--- src/rtl/core/pei_pkg.sv ---
// ----------------------------------------------------------------------------
// pei_pkg
// Shared types, codes, constants and table builders for the damped Euler
// particle integrator.
// ----------------------------------------------------------------------------
package pei_pkg;

    // fixed point format and field widths
    localparam int FRAC_BITS           = 16;
    localparam int ONE_Q               = 1 << FRAC_BITS;
    localparam int Q_W                 = 32;
    localparam int DAMP_W              = 17;
    localparam int MASS_W              = 32;
    localparam int DT_W                = 16;
    localparam int REQ_W               = 3;
    localparam int CFG_IDX_W           = 3;
    localparam int CFG_DATA_W          = 32;
    localparam int POW_ENTRIES_DEFAULT = 256;

    // precision used while building the log2 and exp2 tables
    localparam int HP_BITS = 30;

    typedef logic [2:0][Q_W-1:0] vec_t;

    // request codes
    typedef enum logic [REQ_W-1:0] {
        REQ_ADD_FORCE = 3'd0,
        REQ_CLEAR     = 3'd1,
        REQ_INTEGRATE = 3'd2,
        REQ_LOAD_POS  = 3'd3,
        REQ_LOAD_VEL  = 3'd4
    } req_t;

    // configuration register indexes
    typedef enum logic [CFG_IDX_W-1:0] {
        CFG_DAMPING  = 3'd0,
        CFG_INV_MASS = 3'd1,
        CFG_ACCEL_X  = 3'd2,
        CFG_ACCEL_Y  = 3'd3,
        CFG_ACCEL_Z  = 3'd4
    } cfg_idx_t;

    // datapath operations, one per cycle
    typedef enum logic [4:0] {
        OP_NONE,
        OP_SIMPLE,
        OP_SKIP,
        OP_DAMP_INIT,
        OP_IDX,
        OP_TAB_LO,
        OP_TAB_HI,
        OP_MUL_INT,
        OP_LOG_DONE,
        OP_MUL_E,
        OP_EXP_PREP,
        OP_EXP_DONE,
        OP_MUL_PV,
        OP_POS_FM,
        OP_ACC,
        OP_MUL_AD,
        OP_VSUM,
        OP_MUL_VF,
        OP_VEL
    } op_t;

    // controller states
    typedef enum logic [4:0] {
        ST_IDLE,
        ST_START,
        ST_L_IDX,
        ST_L_LO,
        ST_L_HI,
        ST_L_MUL,
        ST_L_DONE,
        ST_E_MUL,
        ST_E_PREP,
        ST_X_IDX,
        ST_X_LO,
        ST_X_HI,
        ST_X_MUL,
        ST_X_DONE,
        ST_A0,
        ST_A1,
        ST_A2,
        ST_A3,
        ST_A4,
        ST_A5,
        ST_A6,
        ST_FINISH
    } state_t;

    typedef struct packed {
        logic       take;
        logic       load_out;
        op_t        op;
        logic [1:0] ax;
    } dp_cmd_t;

    typedef struct packed {
        logic req_integrate;
        logic inv_mass_zero;
        logic damp_trivial;
    } dp_status_t;

    // integer square root, bit by bit
    function automatic logic [63:0] pei_isqrt(input logic [63:0] v);
        logic [63:0] r;
        logic [63:0] b;
        logic [63:0] rem;
        logic        started;
        r       = '0;
        rem     = v;
        started = 1'b0;
        for (int k = 0; k < 32; k++) begin
            b = 64'd1 << (62 - 2 * k);
            if (started || (b <= rem)) begin
                started = 1'b1;
                if (rem >= r + b) begin
                    rem = rem - (r + b);
                    r   = (r >> 1) + b;
                end else begin
                    r = r >> 1;
                end
            end
        end
        return r;
    endfunction

    // log2 of a value in [1,2) held with HP_BITS fraction bits
    function automatic logic [63:0] pei_log2_hp(input logic [63:0] u_in);
        logic [63:0] u;
        logic [63:0] res;
        u   = u_in;
        res = '0;
        for (int k = 0; k < HP_BITS; k++) begin
            u   = (u * u) >> HP_BITS;
            res = res << 1;
            if (u >= (64'd1 << (HP_BITS + 1))) begin
                u   = u >> 1;
                res = res | 64'd1;
            end
        end
        return res;
    endfunction

    function automatic logic [63:0] pei_round_hp(input logic [63:0] x);
        return (x + (64'd1 << (HP_BITS - FRAC_BITS - 1))) >> (HP_BITS - FRAC_BITS);
    endfunction

    // log2(1 + f) rounded to the working fraction
    function automatic logic [63:0] pei_log_entry(input logic [63:0] f);
        return pei_round_hp(pei_log2_hp((64'd1 << HP_BITS) + f));
    endfunction

    // 2^f from a product of repeated square roots of two
    function automatic logic [63:0] pei_exp_entry(input logic [63:0] f);
        logic [63:0] rt;
        logic [63:0] r;
        rt = 64'd2 << HP_BITS;
        r  = 64'd1 << HP_BITS;
        for (int k = 1; k <= HP_BITS; k++) begin
            rt = pei_isqrt(rt << HP_BITS);
            if (f[HP_BITS-k]) begin
                r = (r * rt) >> HP_BITS;
            end
        end
        return pei_round_hp(r);
    endfunction

endpackage

--- src/rtl/core/pei_ctrl.sv ---
// ----------------------------------------------------------------------------
// pei_ctrl
// Sequencer for the integrator: accepts items, steps the datapath through
// the damping power and the per-axis update, and holds the result valid.
// ----------------------------------------------------------------------------
module pei_ctrl (
    input  logic                 aclk,
    input  logic                 aresetn,
    input  logic                 s_valid,
    output logic                 s_ready,
    output logic                 m_valid,
    input  logic                 m_ready,
    input  pei_pkg::dp_status_t  status,
    output pei_pkg::dp_cmd_t     cmd
);
    import pei_pkg::*;

    state_t     state_reg, state_next;
    logic [1:0] ax_reg, ax_next;
    logic       out_vld_reg, out_vld_next;

    // state, axis counter and result valid
    always_ff @(posedge aclk) begin
        if (!aresetn) begin
            state_reg   <= ST_IDLE;
            ax_reg      <= '0;
            out_vld_reg <= 1'b0;
        end else begin
            state_reg   <= state_next;
            ax_reg      <= ax_next;
            out_vld_reg <= out_vld_next;
        end
    end

    // next state and commands
    always_comb begin
        state_next   = state_reg;
        ax_next      = ax_reg;
        out_vld_next = out_vld_reg && !m_ready;
        cmd.take     = 1'b0;
        cmd.load_out = 1'b0;
        cmd.op       = OP_NONE;
        cmd.ax       = ax_reg;
        s_ready      = (state_reg == ST_IDLE);
        unique case (state_reg)
            ST_IDLE: begin
                if (s_valid) begin
                    cmd.take   = 1'b1;
                    state_next = ST_START;
                end
            end
            ST_START: begin
                ax_next = '0;
                if (!status.req_integrate) begin
                    cmd.op     = OP_SIMPLE;
                    state_next = ST_FINISH;
                end else if (status.inv_mass_zero) begin
                    cmd.op     = OP_SKIP;
                    state_next = ST_FINISH;
                end else begin
                    cmd.op     = OP_DAMP_INIT;
                    state_next = status.damp_trivial ? ST_A0 : ST_L_IDX;
                end
            end
            // log2 of the damping mantissa
            ST_L_IDX: begin
                cmd.op     = OP_IDX;
                state_next = ST_L_LO;
            end
            ST_L_LO: begin
                cmd.op     = OP_TAB_LO;
                state_next = ST_L_HI;
            end
            ST_L_HI: begin
                cmd.op     = OP_TAB_HI;
                state_next = ST_L_MUL;
            end
            ST_L_MUL: begin
                cmd.op     = OP_MUL_INT;
                state_next = ST_L_DONE;
            end
            ST_L_DONE: begin
                cmd.op     = OP_LOG_DONE;
                state_next = ST_E_MUL;
            end
            // scale by dt and split the exponent
            ST_E_MUL: begin
                cmd.op     = OP_MUL_E;
                state_next = ST_E_PREP;
            end
            ST_E_PREP: begin
                cmd.op     = OP_EXP_PREP;
                state_next = ST_X_IDX;
            end
            // exp2 of the fractional part
            ST_X_IDX: begin
                cmd.op     = OP_IDX;
                state_next = ST_X_LO;
            end
            ST_X_LO: begin
                cmd.op     = OP_TAB_LO;
                state_next = ST_X_HI;
            end
            ST_X_HI: begin
                cmd.op     = OP_TAB_HI;
                state_next = ST_X_MUL;
            end
            ST_X_MUL: begin
                cmd.op     = OP_MUL_INT;
                state_next = ST_X_DONE;
            end
            ST_X_DONE: begin
                cmd.op     = OP_EXP_DONE;
                state_next = ST_A0;
            end
            // per-axis update
            ST_A0: begin
                cmd.op     = OP_MUL_PV;
                state_next = ST_A1;
            end
            ST_A1: begin
                cmd.op     = OP_POS_FM;
                state_next = ST_A2;
            end
            ST_A2: begin
                cmd.op     = OP_ACC;
                state_next = ST_A3;
            end
            ST_A3: begin
                cmd.op     = OP_MUL_AD;
                state_next = ST_A4;
            end
            ST_A4: begin
                cmd.op     = OP_VSUM;
                state_next = ST_A5;
            end
            ST_A5: begin
                cmd.op     = OP_MUL_VF;
                state_next = ST_A6;
            end
            ST_A6: begin
                cmd.op = OP_VEL;
                if (ax_reg == 2'd2) begin
                    state_next = ST_FINISH;
                end else begin
                    ax_next    = ax_reg + 2'd1;
                    state_next = ST_A0;
                end
            end
            // wait for the output register to free up
            ST_FINISH: begin
                if (!out_vld_reg || m_ready) begin
                    cmd.load_out = 1'b1;
                    out_vld_next = 1'b1;
                    state_next   = ST_IDLE;
                end
            end
            default: begin
                state_next = ST_IDLE;
            end
        endcase
    end

    assign m_valid = out_vld_reg;

endmodule

--- config.mk ---
export PLATFORM = sky130hd
export DESIGN_NAME = pei_ctrl
export DESIGN_NICKNAME = d
export VERILOG_FILES = /design/src/rtl/core/pei_pkg.sv /design/src/rtl/core/pei_ctrl.sv
export SDC_FILE = /design/constraint.sdc
export NUM_CORES = 1
export LEC_CHECK = 0
export ABC_AREA = 1
export BUFFER_PORTS_ARGS = -buffer_cell sky130_fd_sc_hd__buf_4
export CAP_MARGIN = 20
export CORE_AREA = 4 4 49 51
export CTS_CLUSTER_SIZE = 10
export DETAILED_ROUTE_END_ITERATION = 10
export DIE_AREA = 0 0 53 55
export HOLD_SLACK_MARGIN = 0.02
export SLEW_MARGIN = 40
export SYNTH_ARGS = -nofsm -noshare
export SYNTH_HDL_FRONTEND = slang
export SYNTH_SLANG_ARGS = --single-unit
--- constraint.sdc ---
create_clock -name aclk -period 1.5 [get_ports aclk]
set_input_delay 0.3 -clock aclk [delete_from_list [all_inputs] [get_ports aclk]]
set_output_delay 0.3 -clock aclk [all_outputs]
set_load 0.02 [all_outputs]
==> metrics.txt, run 1 <==
outcome finished, violations left; failing checks setup timing; number of synthesized flops with an enable pin 0; Starting Density 0.4298; Cell Area, Synth roughly 830 µm²; layout cell share with drive strength beyond 1 0.4879; Residual DRC 0; DP HPWL approximately 2.3 mm; clk sink count 8; Syn. warnings 0; Worst VDD drop roughly 1.4 mV; core area around 0.0019 mm²; Placer Congestion between 0.9 and 1; area grow syn2layout 73.31%; WL met2 around 1.5 mm; met1 wire length between 1 and 1.5 mm; met3 WL around 220 µm; power per cell area slightly above 2000 mW/mm²; CTS Buffer Depth 2; vias per cell 4.983; Synth top area share 0.1919; initial antenna violation count 0; clk root buf clkbuf_4; Fin. Hold Viols 0; nets@finish about 220; first-pass GRT wire length a little under 5 mm; Mapped Cells about 150; Avg Inst Size Synth between 5 and 6 µm²; max FFs per register 5; Total Power around 3000 µW; Tot GR Track Use 0.2288; fin worst setup slack -272.9 ps; Final Max Tran Viols 0; clk_lat worst skew 250 ps; Detailed Route Iter0 Violations 42; 1st-pass router iterations 4; Die Width 53 µm; final wirelength slightly below 3 mm; synth cell count leaders nor2_1 (34), nand2_1 (32), inv_1 (18); Cell variety after synth 23; Critical Path End Type output pin; Critical Path RT roughly 1200 ps; post-route ant nets 0; minimum clock period roughly 1800 ps; die height about 55 µm; H-tree depth 1; fin crit share 1.182; Pleak between 0.0007 and 0.0008 µW; leading area contributor after synthesis dfxtp_1; Slew @ Worst Pin approximately 220 ps; Worst EP arrival 1470 ps; Peak Freq 564.0 MHz; syn nets 160; crit path max fanout 5; Rows 16; Cells after DPL 226; total global routing overflow 0; Top FF cell, synth dfxtp_1; DR top layer met4; area post-placement 0.001236 mm²; Design Area, Final ~0.0014 mm²; clock transition at the registers of the reported paths 50 ps; WL/cell about 13 µm; hold_buf cts 0; Async SR Flop Fraction 0; clock skew about 2.9 ps; most frequent cell after synthesis nor2_1; sequential area share after synthesis 0.1919; setup violators final 8; Worst setup SP type flip-flop; via count 1166; Hold Crit Class in2reg; Setup TNS -1805 ps; Relative slew margins 0.8498; vias in the first global route around 1100; Final Non-Filler Cells 234; # IOs 18; Seq cells post-synth 8; CTS tree yes; synth top area cells dfxtp_1 (19%), nor2_1 (15%), nand2_1 (14%), nand3_1 (10%), inv_1 (8.1%); largest net degree at the start of global routing 13; number of clock buffers inserted by TritonCTS 3; antenna diode count 0; maxcap violations 0; area of the die between 0.002 and 0.003 mm²; crit path kind reg2out; RSZ-0062 raised after global routing yes; port bufs 17
==> metrics by stage <==
stage | utilization | setup slack (ps) | hold WS, ps
after floorplan | - | 11.74 | 397.6
after global routing | 0.7448 | -345.3 | 292.3
final | 0.7448 | -272.9 | 280.6
after CTS | 0.7191 | -240.1 | 280.3
after global placement | 0.6366 | -81.17 | 478.7
after detailed placement | 0.6366 | -75.91 | 491.7
==> power by group <==
part / total [µW] / switching, µW / internal (µW)
logic: 2420 / 1290 / 1120
clock network: 161 / 69.7 / 91.3
registers: 407 / 107 / 301
==> layout by cell type (no fill, tap or decap), types with 2 or more instances in the layout <==
cell,instances
a21oi_1,5
buf_4,44
buf_6,10
clkbuf_4,3
dfxtp_1,3
dfxtp_2,2
dfxtp_4,3
inv_1,17
inv_2,6
nand2_1,29
nand2_2,5
nand3_1,14
nand3_2,4
nand4_1,5
nor2_1,27
nor2_2,6
nor2_4,8
nor3_2,3
==> cell type report <==
cell class	count	area, µm²
multi-input combinational	118	680.7
fill	172	495.5
timing repair buffer	54	442.9
sequential	8	173.9
inverter	24	92.59
tap	27	33.78
clock buffer	3	22.52
==> path summary, 6_finish.rpt <==
check | slack [ps] | start | cells past startpoint | to
max reg2reg | 60 | state_reg[0]$_SDFFE_PN0P_ | 8 | ax_reg[0]$_SDFFE_PN0P_
max | -270 | state_reg[2]$_SDFFE_PN0P_ | 7 | cmd[2]
min reg2reg | 510 | ax_reg[1]$_SDFFE_PN0P_ | 2 | ax_reg[1]$_SDFFE_PN0P_
min | 280 | aresetn | 3 | state_reg[4]$_SDFFE_PN0P_
==> kinds of logic after synthesis <==
| family | after synthesis | synth area share |
|---|---|---|
| AND/OR/NAND/NOR | 107 | 0.6087 |
| buffers and inverters | 26 | 0.1229 |
| adder cells (fa/ha/maj) | 1 | 0.01499 |
| flip-flops | 8 | 0.1919 |
| AO/OA/AOI/OAI | 10 | 0.06147 |
==> worst max-delay path, stage by stage, from the launching register on <==
cell and delay, ps:
dfxtp_4 360, buf_4 140, nor2_2 140, inv_1 90
nor2_1 180, nor3_2 70, nand4_1 110, buf_6 130
==> metal layers <==
layer	vias up	global-route usage
met5	-	0
met4	0	0.02979
met3	2	0.04558
met2	46	0.4215
met1	527	0.2818
li1	591	-
==> repair_timing <==
item | in CTS | in global routing
endpoints found under the setup margin | 8 | 13
setup buffers | 6 | 1
pin swaps | 11 | 5
gates resized for setup | 34 | 13
(Power assumes the default switching activity.)
==> run 2, diff against run 1 <==
Settings changed: BUFFER_PORTS_ARGS -buffer_cell sky130_fd_sc_hd__buf_4 to -buffer_cell sky130_fd_sc_hd__buf_2.
==> metrics.txt, run 2 (synthesized netlist as in run 1, its figures left out) <==
outcome finished, violations left; failing checks setup timing; vias in the first global route 1131 (+5.3%); NetSw 1635 µW (+11%); Peak Freq 547.7 MHz (-2.9%); clock transition at the registers of the reported paths 60 ps (about the same); worst path cell trace inv_2, nor2_4, nand2_2, nor2_4, nor3_2, nand4_1, buf_4; internal power 1598 µW (+5.4%); WL/cell 14.45 µm (+14%); clk sink count 8 (unchanged); slowest stage cell, crit path dfxtp_4; clock share of power 0.053 (about the same); post-route ant nets 0 (unchanged); Setup TNS -2019 ps (-214.4 ps); clk root buf clkbuf_4; Tot GR Track Use 0.2455 (+0.01662); Hold Crit Class in2reg; Hold Crit Start aresetn; CTS Buffer Depth 2 (unchanged); Residual DRC 0 (unchanged); initial antenna violation count 0 (unchanged); Comb power frac 0.803 (-0.007); Critical Path RT 1200 ps (about the same); Fin. Hold Viols 0 (unchanged); final wirelength 3.424 mm (+15%); crit-path max cell delay 420 ps (+60 ps); setup violators final 12 (+4); vias per cell 5.211 (+4.6%); total global routing overflow 0 (unchanged); Starting Density 0.4298 (unchanged); H-tree depth 1 (unchanged); # IOs 18 (unchanged); DP HPWL 2.152 mm (-5.7%); RSZ-0062 raised after global routing yes; most frequent cells in the layout buf_4 (38), nor2_1 (24), nand2_1 (23), nor2_4 (14), inv_1 (14); Critical Path End Type output pin; Worst Setup SP state_reg[1]$_SDFFE_PN0P_; WHS Path Cells 3 (unchanged); Relative slew margins 0.8216 (-0.02821); antenna diode count 0 (unchanged); CTS tree yes; power per cell area 2072 mW/mm² (+0.45%); reg2reg setup slack -100 ps (-160 ps); Placer Congestion 0.9529 (+1.8%); crit path max fanout 6 (+1); max FFs per register 5 (unchanged); layout cell share with drive strength beyond 1 0.5810 (+0.09303); clk_lat worst skew 260 ps (about the same); commonest non-fill, non-tap cell in the layout buf_4; switching part of the total power 0.5057 (+0.01395); die height 55 µm (unchanged); crit path kind reg2out; clock skew 4.967 ps (+2.111 ps); minimum clock period 1826 ps (+52.78 ps); Rows 16 (unchanged); Worst VDD drop 1.469 mV (+3.1%); reg-to-reg startpoint state_reg[2]$_SDFFE_PN0P_; number of clock buffers inserted by TritonCTS 3 (unchanged); hold_buf cts 0 (unchanged); Slew @ Worst Pin 267.0 ps (+42.22 ps); core area 0.001942 mm² (unchanged); Pleak 0.0008071 µW (+4.8%); first-pass GRT wire length 5.154 mm (+5.8%); Total Power 3233 µW (+8.4%); hold endpoint state_reg[4]$_SDFFE_PN0P_; port bufs 17 (unchanged); sequential share of power 0.144 (+0.008); via count 1235 (+5.9%); fin crit share 1.217 (+0.03519); Reg-to-Reg End state_reg[1]$_SDFFE_PN0P_; Detailed Route Iter0 Violations 36 (-14%); Worst EP arrival 1530 ps (+60 ps); fin worst setup slack -325.7 ps (-52.78 ps); largest net degree at the start of global routing 13 (unchanged); nets@finish 220 (+1.4%); area grow syn2layout 86.96%; r2r worst-path depth 11 (+3); Die Width 53 µm (unchanged); Worst path most repeated cell nor2_4; 1st-pass router iterations 4 (unchanged); maxcap violations 0 (unchanged); area of the die 0.002915 mm² (unchanged); Final Max Tran Viols 0 (unchanged); Worst setup SP type flip-flop
## run 2: cell count changes in the layout (fill, tap and decap cells not counted), sizes merged
| cell | delta |
|---|---|
| buf | +3 |
## run 2: critical path, delay by kind of cell, from the launching register on
family        cells  cell delay (ps)
buf+inv           2              220
simple gates      5              620
flops             1              420
## run 2: area by class of cell
cell class	instances	area, µm²
Inverter	24	102.6
Clock buffer	3	22.52
Fill cell	140	381.6
Multi-Input combinational cell	118	779.5
Timing Repair Buffer	57	442.9
Tap cell	27	33.78
Sequential cell	8	178.9
## run 2: repair_timing
action	4_1_cts	5_1_grt
endpoints found under the setup margin	8	15
buffers inserted	9	4
gates resized for setup	73	18
pin swaps	17	7
## run 2: per-layer routing
layer  global-route usage  wire (µm)  part of all wire
met4              0.08936         91             0.027
met3              0.02681        185             0.054
met5                    0          0                 0
met1               0.2981       1412              0.41
met2               0.4463       1734              0.51
## run 2: power by group through the flow
| stage | logic [µW] | registers, µW | clock network [µW] |
|---|---|---|---|
| detailed placement | 1870 | 347 | 0 |
| floorplan | 1060 | 388 | 0 |
| finish | 2600 | 464 | 172 |
| CTS | 2290 | 457 | 178 |
| global placement | 1860 | 345 | 0 |
| global route | 2770 | 473 | 198 |
## run 2: through the flow
step           instances  worst slack (ps)  utilization  cell area [µm²]  hold WS, ps
4_1_cts              233            -231.1       0.7532             1463        266.2
6_report             237            -325.7       0.8035             1560        278.9
3_5_place_dp         223            -63.06       0.6095             1184        506.6
5_1_grt              237            -394.4       0.8035             1560        298.7
3_3_place_gp         223            -83.91       0.6095             1184        470.3
2_1_floorplan        152             11.74            -            837.1        397.6
## run 2: worst max-delay path by stage
stage / to / slack [ps] / cells after the start
2_1_floorplan: cmd[4] / 10 / 7
3_3_place_gp: cmd[4] / -80 / 6
3_5_place_dp: cmd[4] / -60 / 8
4_1_cts: cmd[4] / -230 / 7
5_1_grt: cmd[2] / -390 / 7
6_report: cmd[2] / -330 / 7
==> run 3, diff against run 2 <==
Settings changed: BUFFER_PORTS_ARGS -buffer_cell sky130_fd_sc_hd__buf_2 to default, DONT_BUFFER_PORTS from default to 1.
==> metrics.txt, run 3 (synthesized netlist as in run 1, its figures left out) <==
Detailed Route Iter0 Violations 64 (+78%); Placer Congestion 0.8971 (-5.9%); Peak Freq 551.2 MHz (+0.64%); Setup TNS -1854 ps (+165.4 ps); via count 1242 (+0.57%); NetSw 1731 µW (+5.8%); max FFs per register 5 (unchanged); fillers 124 (-11%); post-route ant nets 0 (unchanged); die height 55 µm (unchanged); crit path kind reg2out; DP Worst Slack -84.25 ps (-21.19 ps); CTS Buffer Depth 2 (unchanged); CTS tree yes; final core utilization 0.8099 (+0.006444); antenna diode count 0 (unchanged); Critical Path RT 1200 ps (about the same); final wirelength 3.379 mm (-1.3%); clk_lat worst skew 260 ps (about the same); failing checks setup timing; commonest non-fill, non-tap cell in the layout buf_4; fin crit share 1.209 (-0.007715); clock skew 6.958 ps (+1.991 ps); maxcap violations 0 (unchanged); area grow syn2layout 88.46%; fin worst setup slack -314.1 ps (+11.57 ps); clk root buf clkbuf_4; setup violators final 8 (-4); H-tree depth 1 (unchanged); nets@finish 212 (-3.6%); Tot GR Track Use 0.2327 (-0.01277); Starting Density 0.4298 (unchanged); Comb power frac 0.817 (+0.014); Final Max Tran Viols 0 (unchanged); clk sink count 8 (unchanged); number of clock buffers inserted by TritonCTS 3 (unchanged); RSZ-0062 raised after global routing yes; sequential share of power 0.131 (-0.013); Slew @ Worst Pin 233.4 ps (-33.66 ps); clock share of power 0.051 (-0.002); layout cell share with drive strength beyond 1 0.5990 (+0.01806); DP HPWL 2.105 mm (-2.2%); Fin. Hold Viols 0 (unchanged); most frequent cells in the layout buf_4 (34), nor2_1 (23), nand2_1 (19), inv_1 (15), buf_6 (15); core area 0.001942 mm² (unchanged); clock transition at the registers of the reported paths 70 ps (about the same); first-pass GRT wire length 5.002 mm (-2.9%); internal power 1743 µW (+9.0%); Pleak 0.0007664 µW (-5.0%); Rows 16 (unchanged); Hold Crit Class in2reg; area of the die 0.002915 mm² (unchanged); Relative slew margins 0.8444 (+0.02286); Critical Path End Type output pin; # IOs 18 (unchanged); largest net degree at the start of global routing 11 (-2); Worst EP arrival 1510 ps (-20 ps); Worst VDD drop 1.494 mV (+1.7%); Worst setup SP type flip-flop; minimum clock period 1814 ps (-11.57 ps); outcome finished, violations left; Residual DRC 0 (unchanged); initial antenna violation count 0 (unchanged); power per cell area 2208 mW/mm² (+6.6%); 1st-pass router iterations 4 (unchanged); vias per cell 5.424 (+4.1%); port bufs 0 (-17); crit path max fanout 4 (-2); vias in the first global route 1163 (+2.8%); WL/cell 14.76 µm (+2.1%); total global routing overflow 0 (unchanged); Die Width 53 µm (unchanged); hold_buf cts 0 (unchanged); switching part of the total power 0.4983 (-0.007420)
## run 3: changes by cell type in the layout (fill, tap and decap cells not counted), sizes merged
cell,previous run,this run
buf,57,49
## run 3: final timing paths
kind	from	endpoint	slack, ps	depth (start not counted)
max	state_reg[3]$_SDFFE_PN0P_	cmd[2]	-310	7
min	aresetn	state_reg[4]$_SDFFE_PN0P_	150	2
max reg2reg	state_reg[2]$_SDFFE_PN0P_	state_reg[0]$_SDFFE_PN0P_	20	9
min reg2reg	m_valid$_SDFF_PN0_	m_valid$_SDFF_PN0_	560	4
## run 3: routing by layer
metal / vias up / part of all wire / global-route usage
met2: 62 / 0.53 / 0.4360
li1: 589 / - / -
met3: 9 / 0.068 / 0.02949
met5: - / 0 / 0
met4: 0 / 0.017 / 0.1021
met1: 582 / 0.38 / 0.2637
## run 3: metrics by stage
| stage | hold slack [ps] | std cells | area, µm² | power, µW |
|---|---|---|---|---|
| after floorplan | 397.6 | 152 | 837.1 | 1446 |
| after global placement | 406.2 | 212 | 1131 | 2234 |
| after detailed placement | 402.4 | 212 | 1131 | 2243 |
| after CTS | 145.3 | 225 | 1424 | 3022 |
| after global routing | 171.9 | 229 | 1573 | 3695 |
| final | 146.1 | 229 | 1573 | 3473 |
## run 3: timing repair
action | in CTS | in global routing
pin swaps | 20 | 18
setup buffers | 11 | 5
setup endpoints to repair | 10 | 15
gates resized for setup | 61 | 33
hold endpoints to repair | 0 | 0
## run 3: power by group through the flow
stage,clock network [µW],registers [µW],logic [µW]
4_1_cts,169,450,2400
3_3_place_gp,0,365,1870
6_report,179,456,2840
3_5_place_dp,0,367,1880
5_1_grt,183,465,3050
2_1_floorplan,0,388,1060
## run 3: final cells by class
type,count,area (µm²),area share
Timing Repair Buffer,49,424.2,0.2697
Multi-Input combinational cell,118,810.8,0.5155
Sequential cell,8,176.4,0.1122
Tap cell,27,33.78,0.02148
Clock buffer,3,22.52,0.01432
Inverter,24,105.1,0.06683
## run 3: worst max-delay path, cell delays in order (launching register included)
cell	delay [ps]
dfxtp_2	400
inv_1	80
nor2_2	160
inv_1	100
nor2_1	180
nor3_2	70
nand4_1	120
buf_6	140
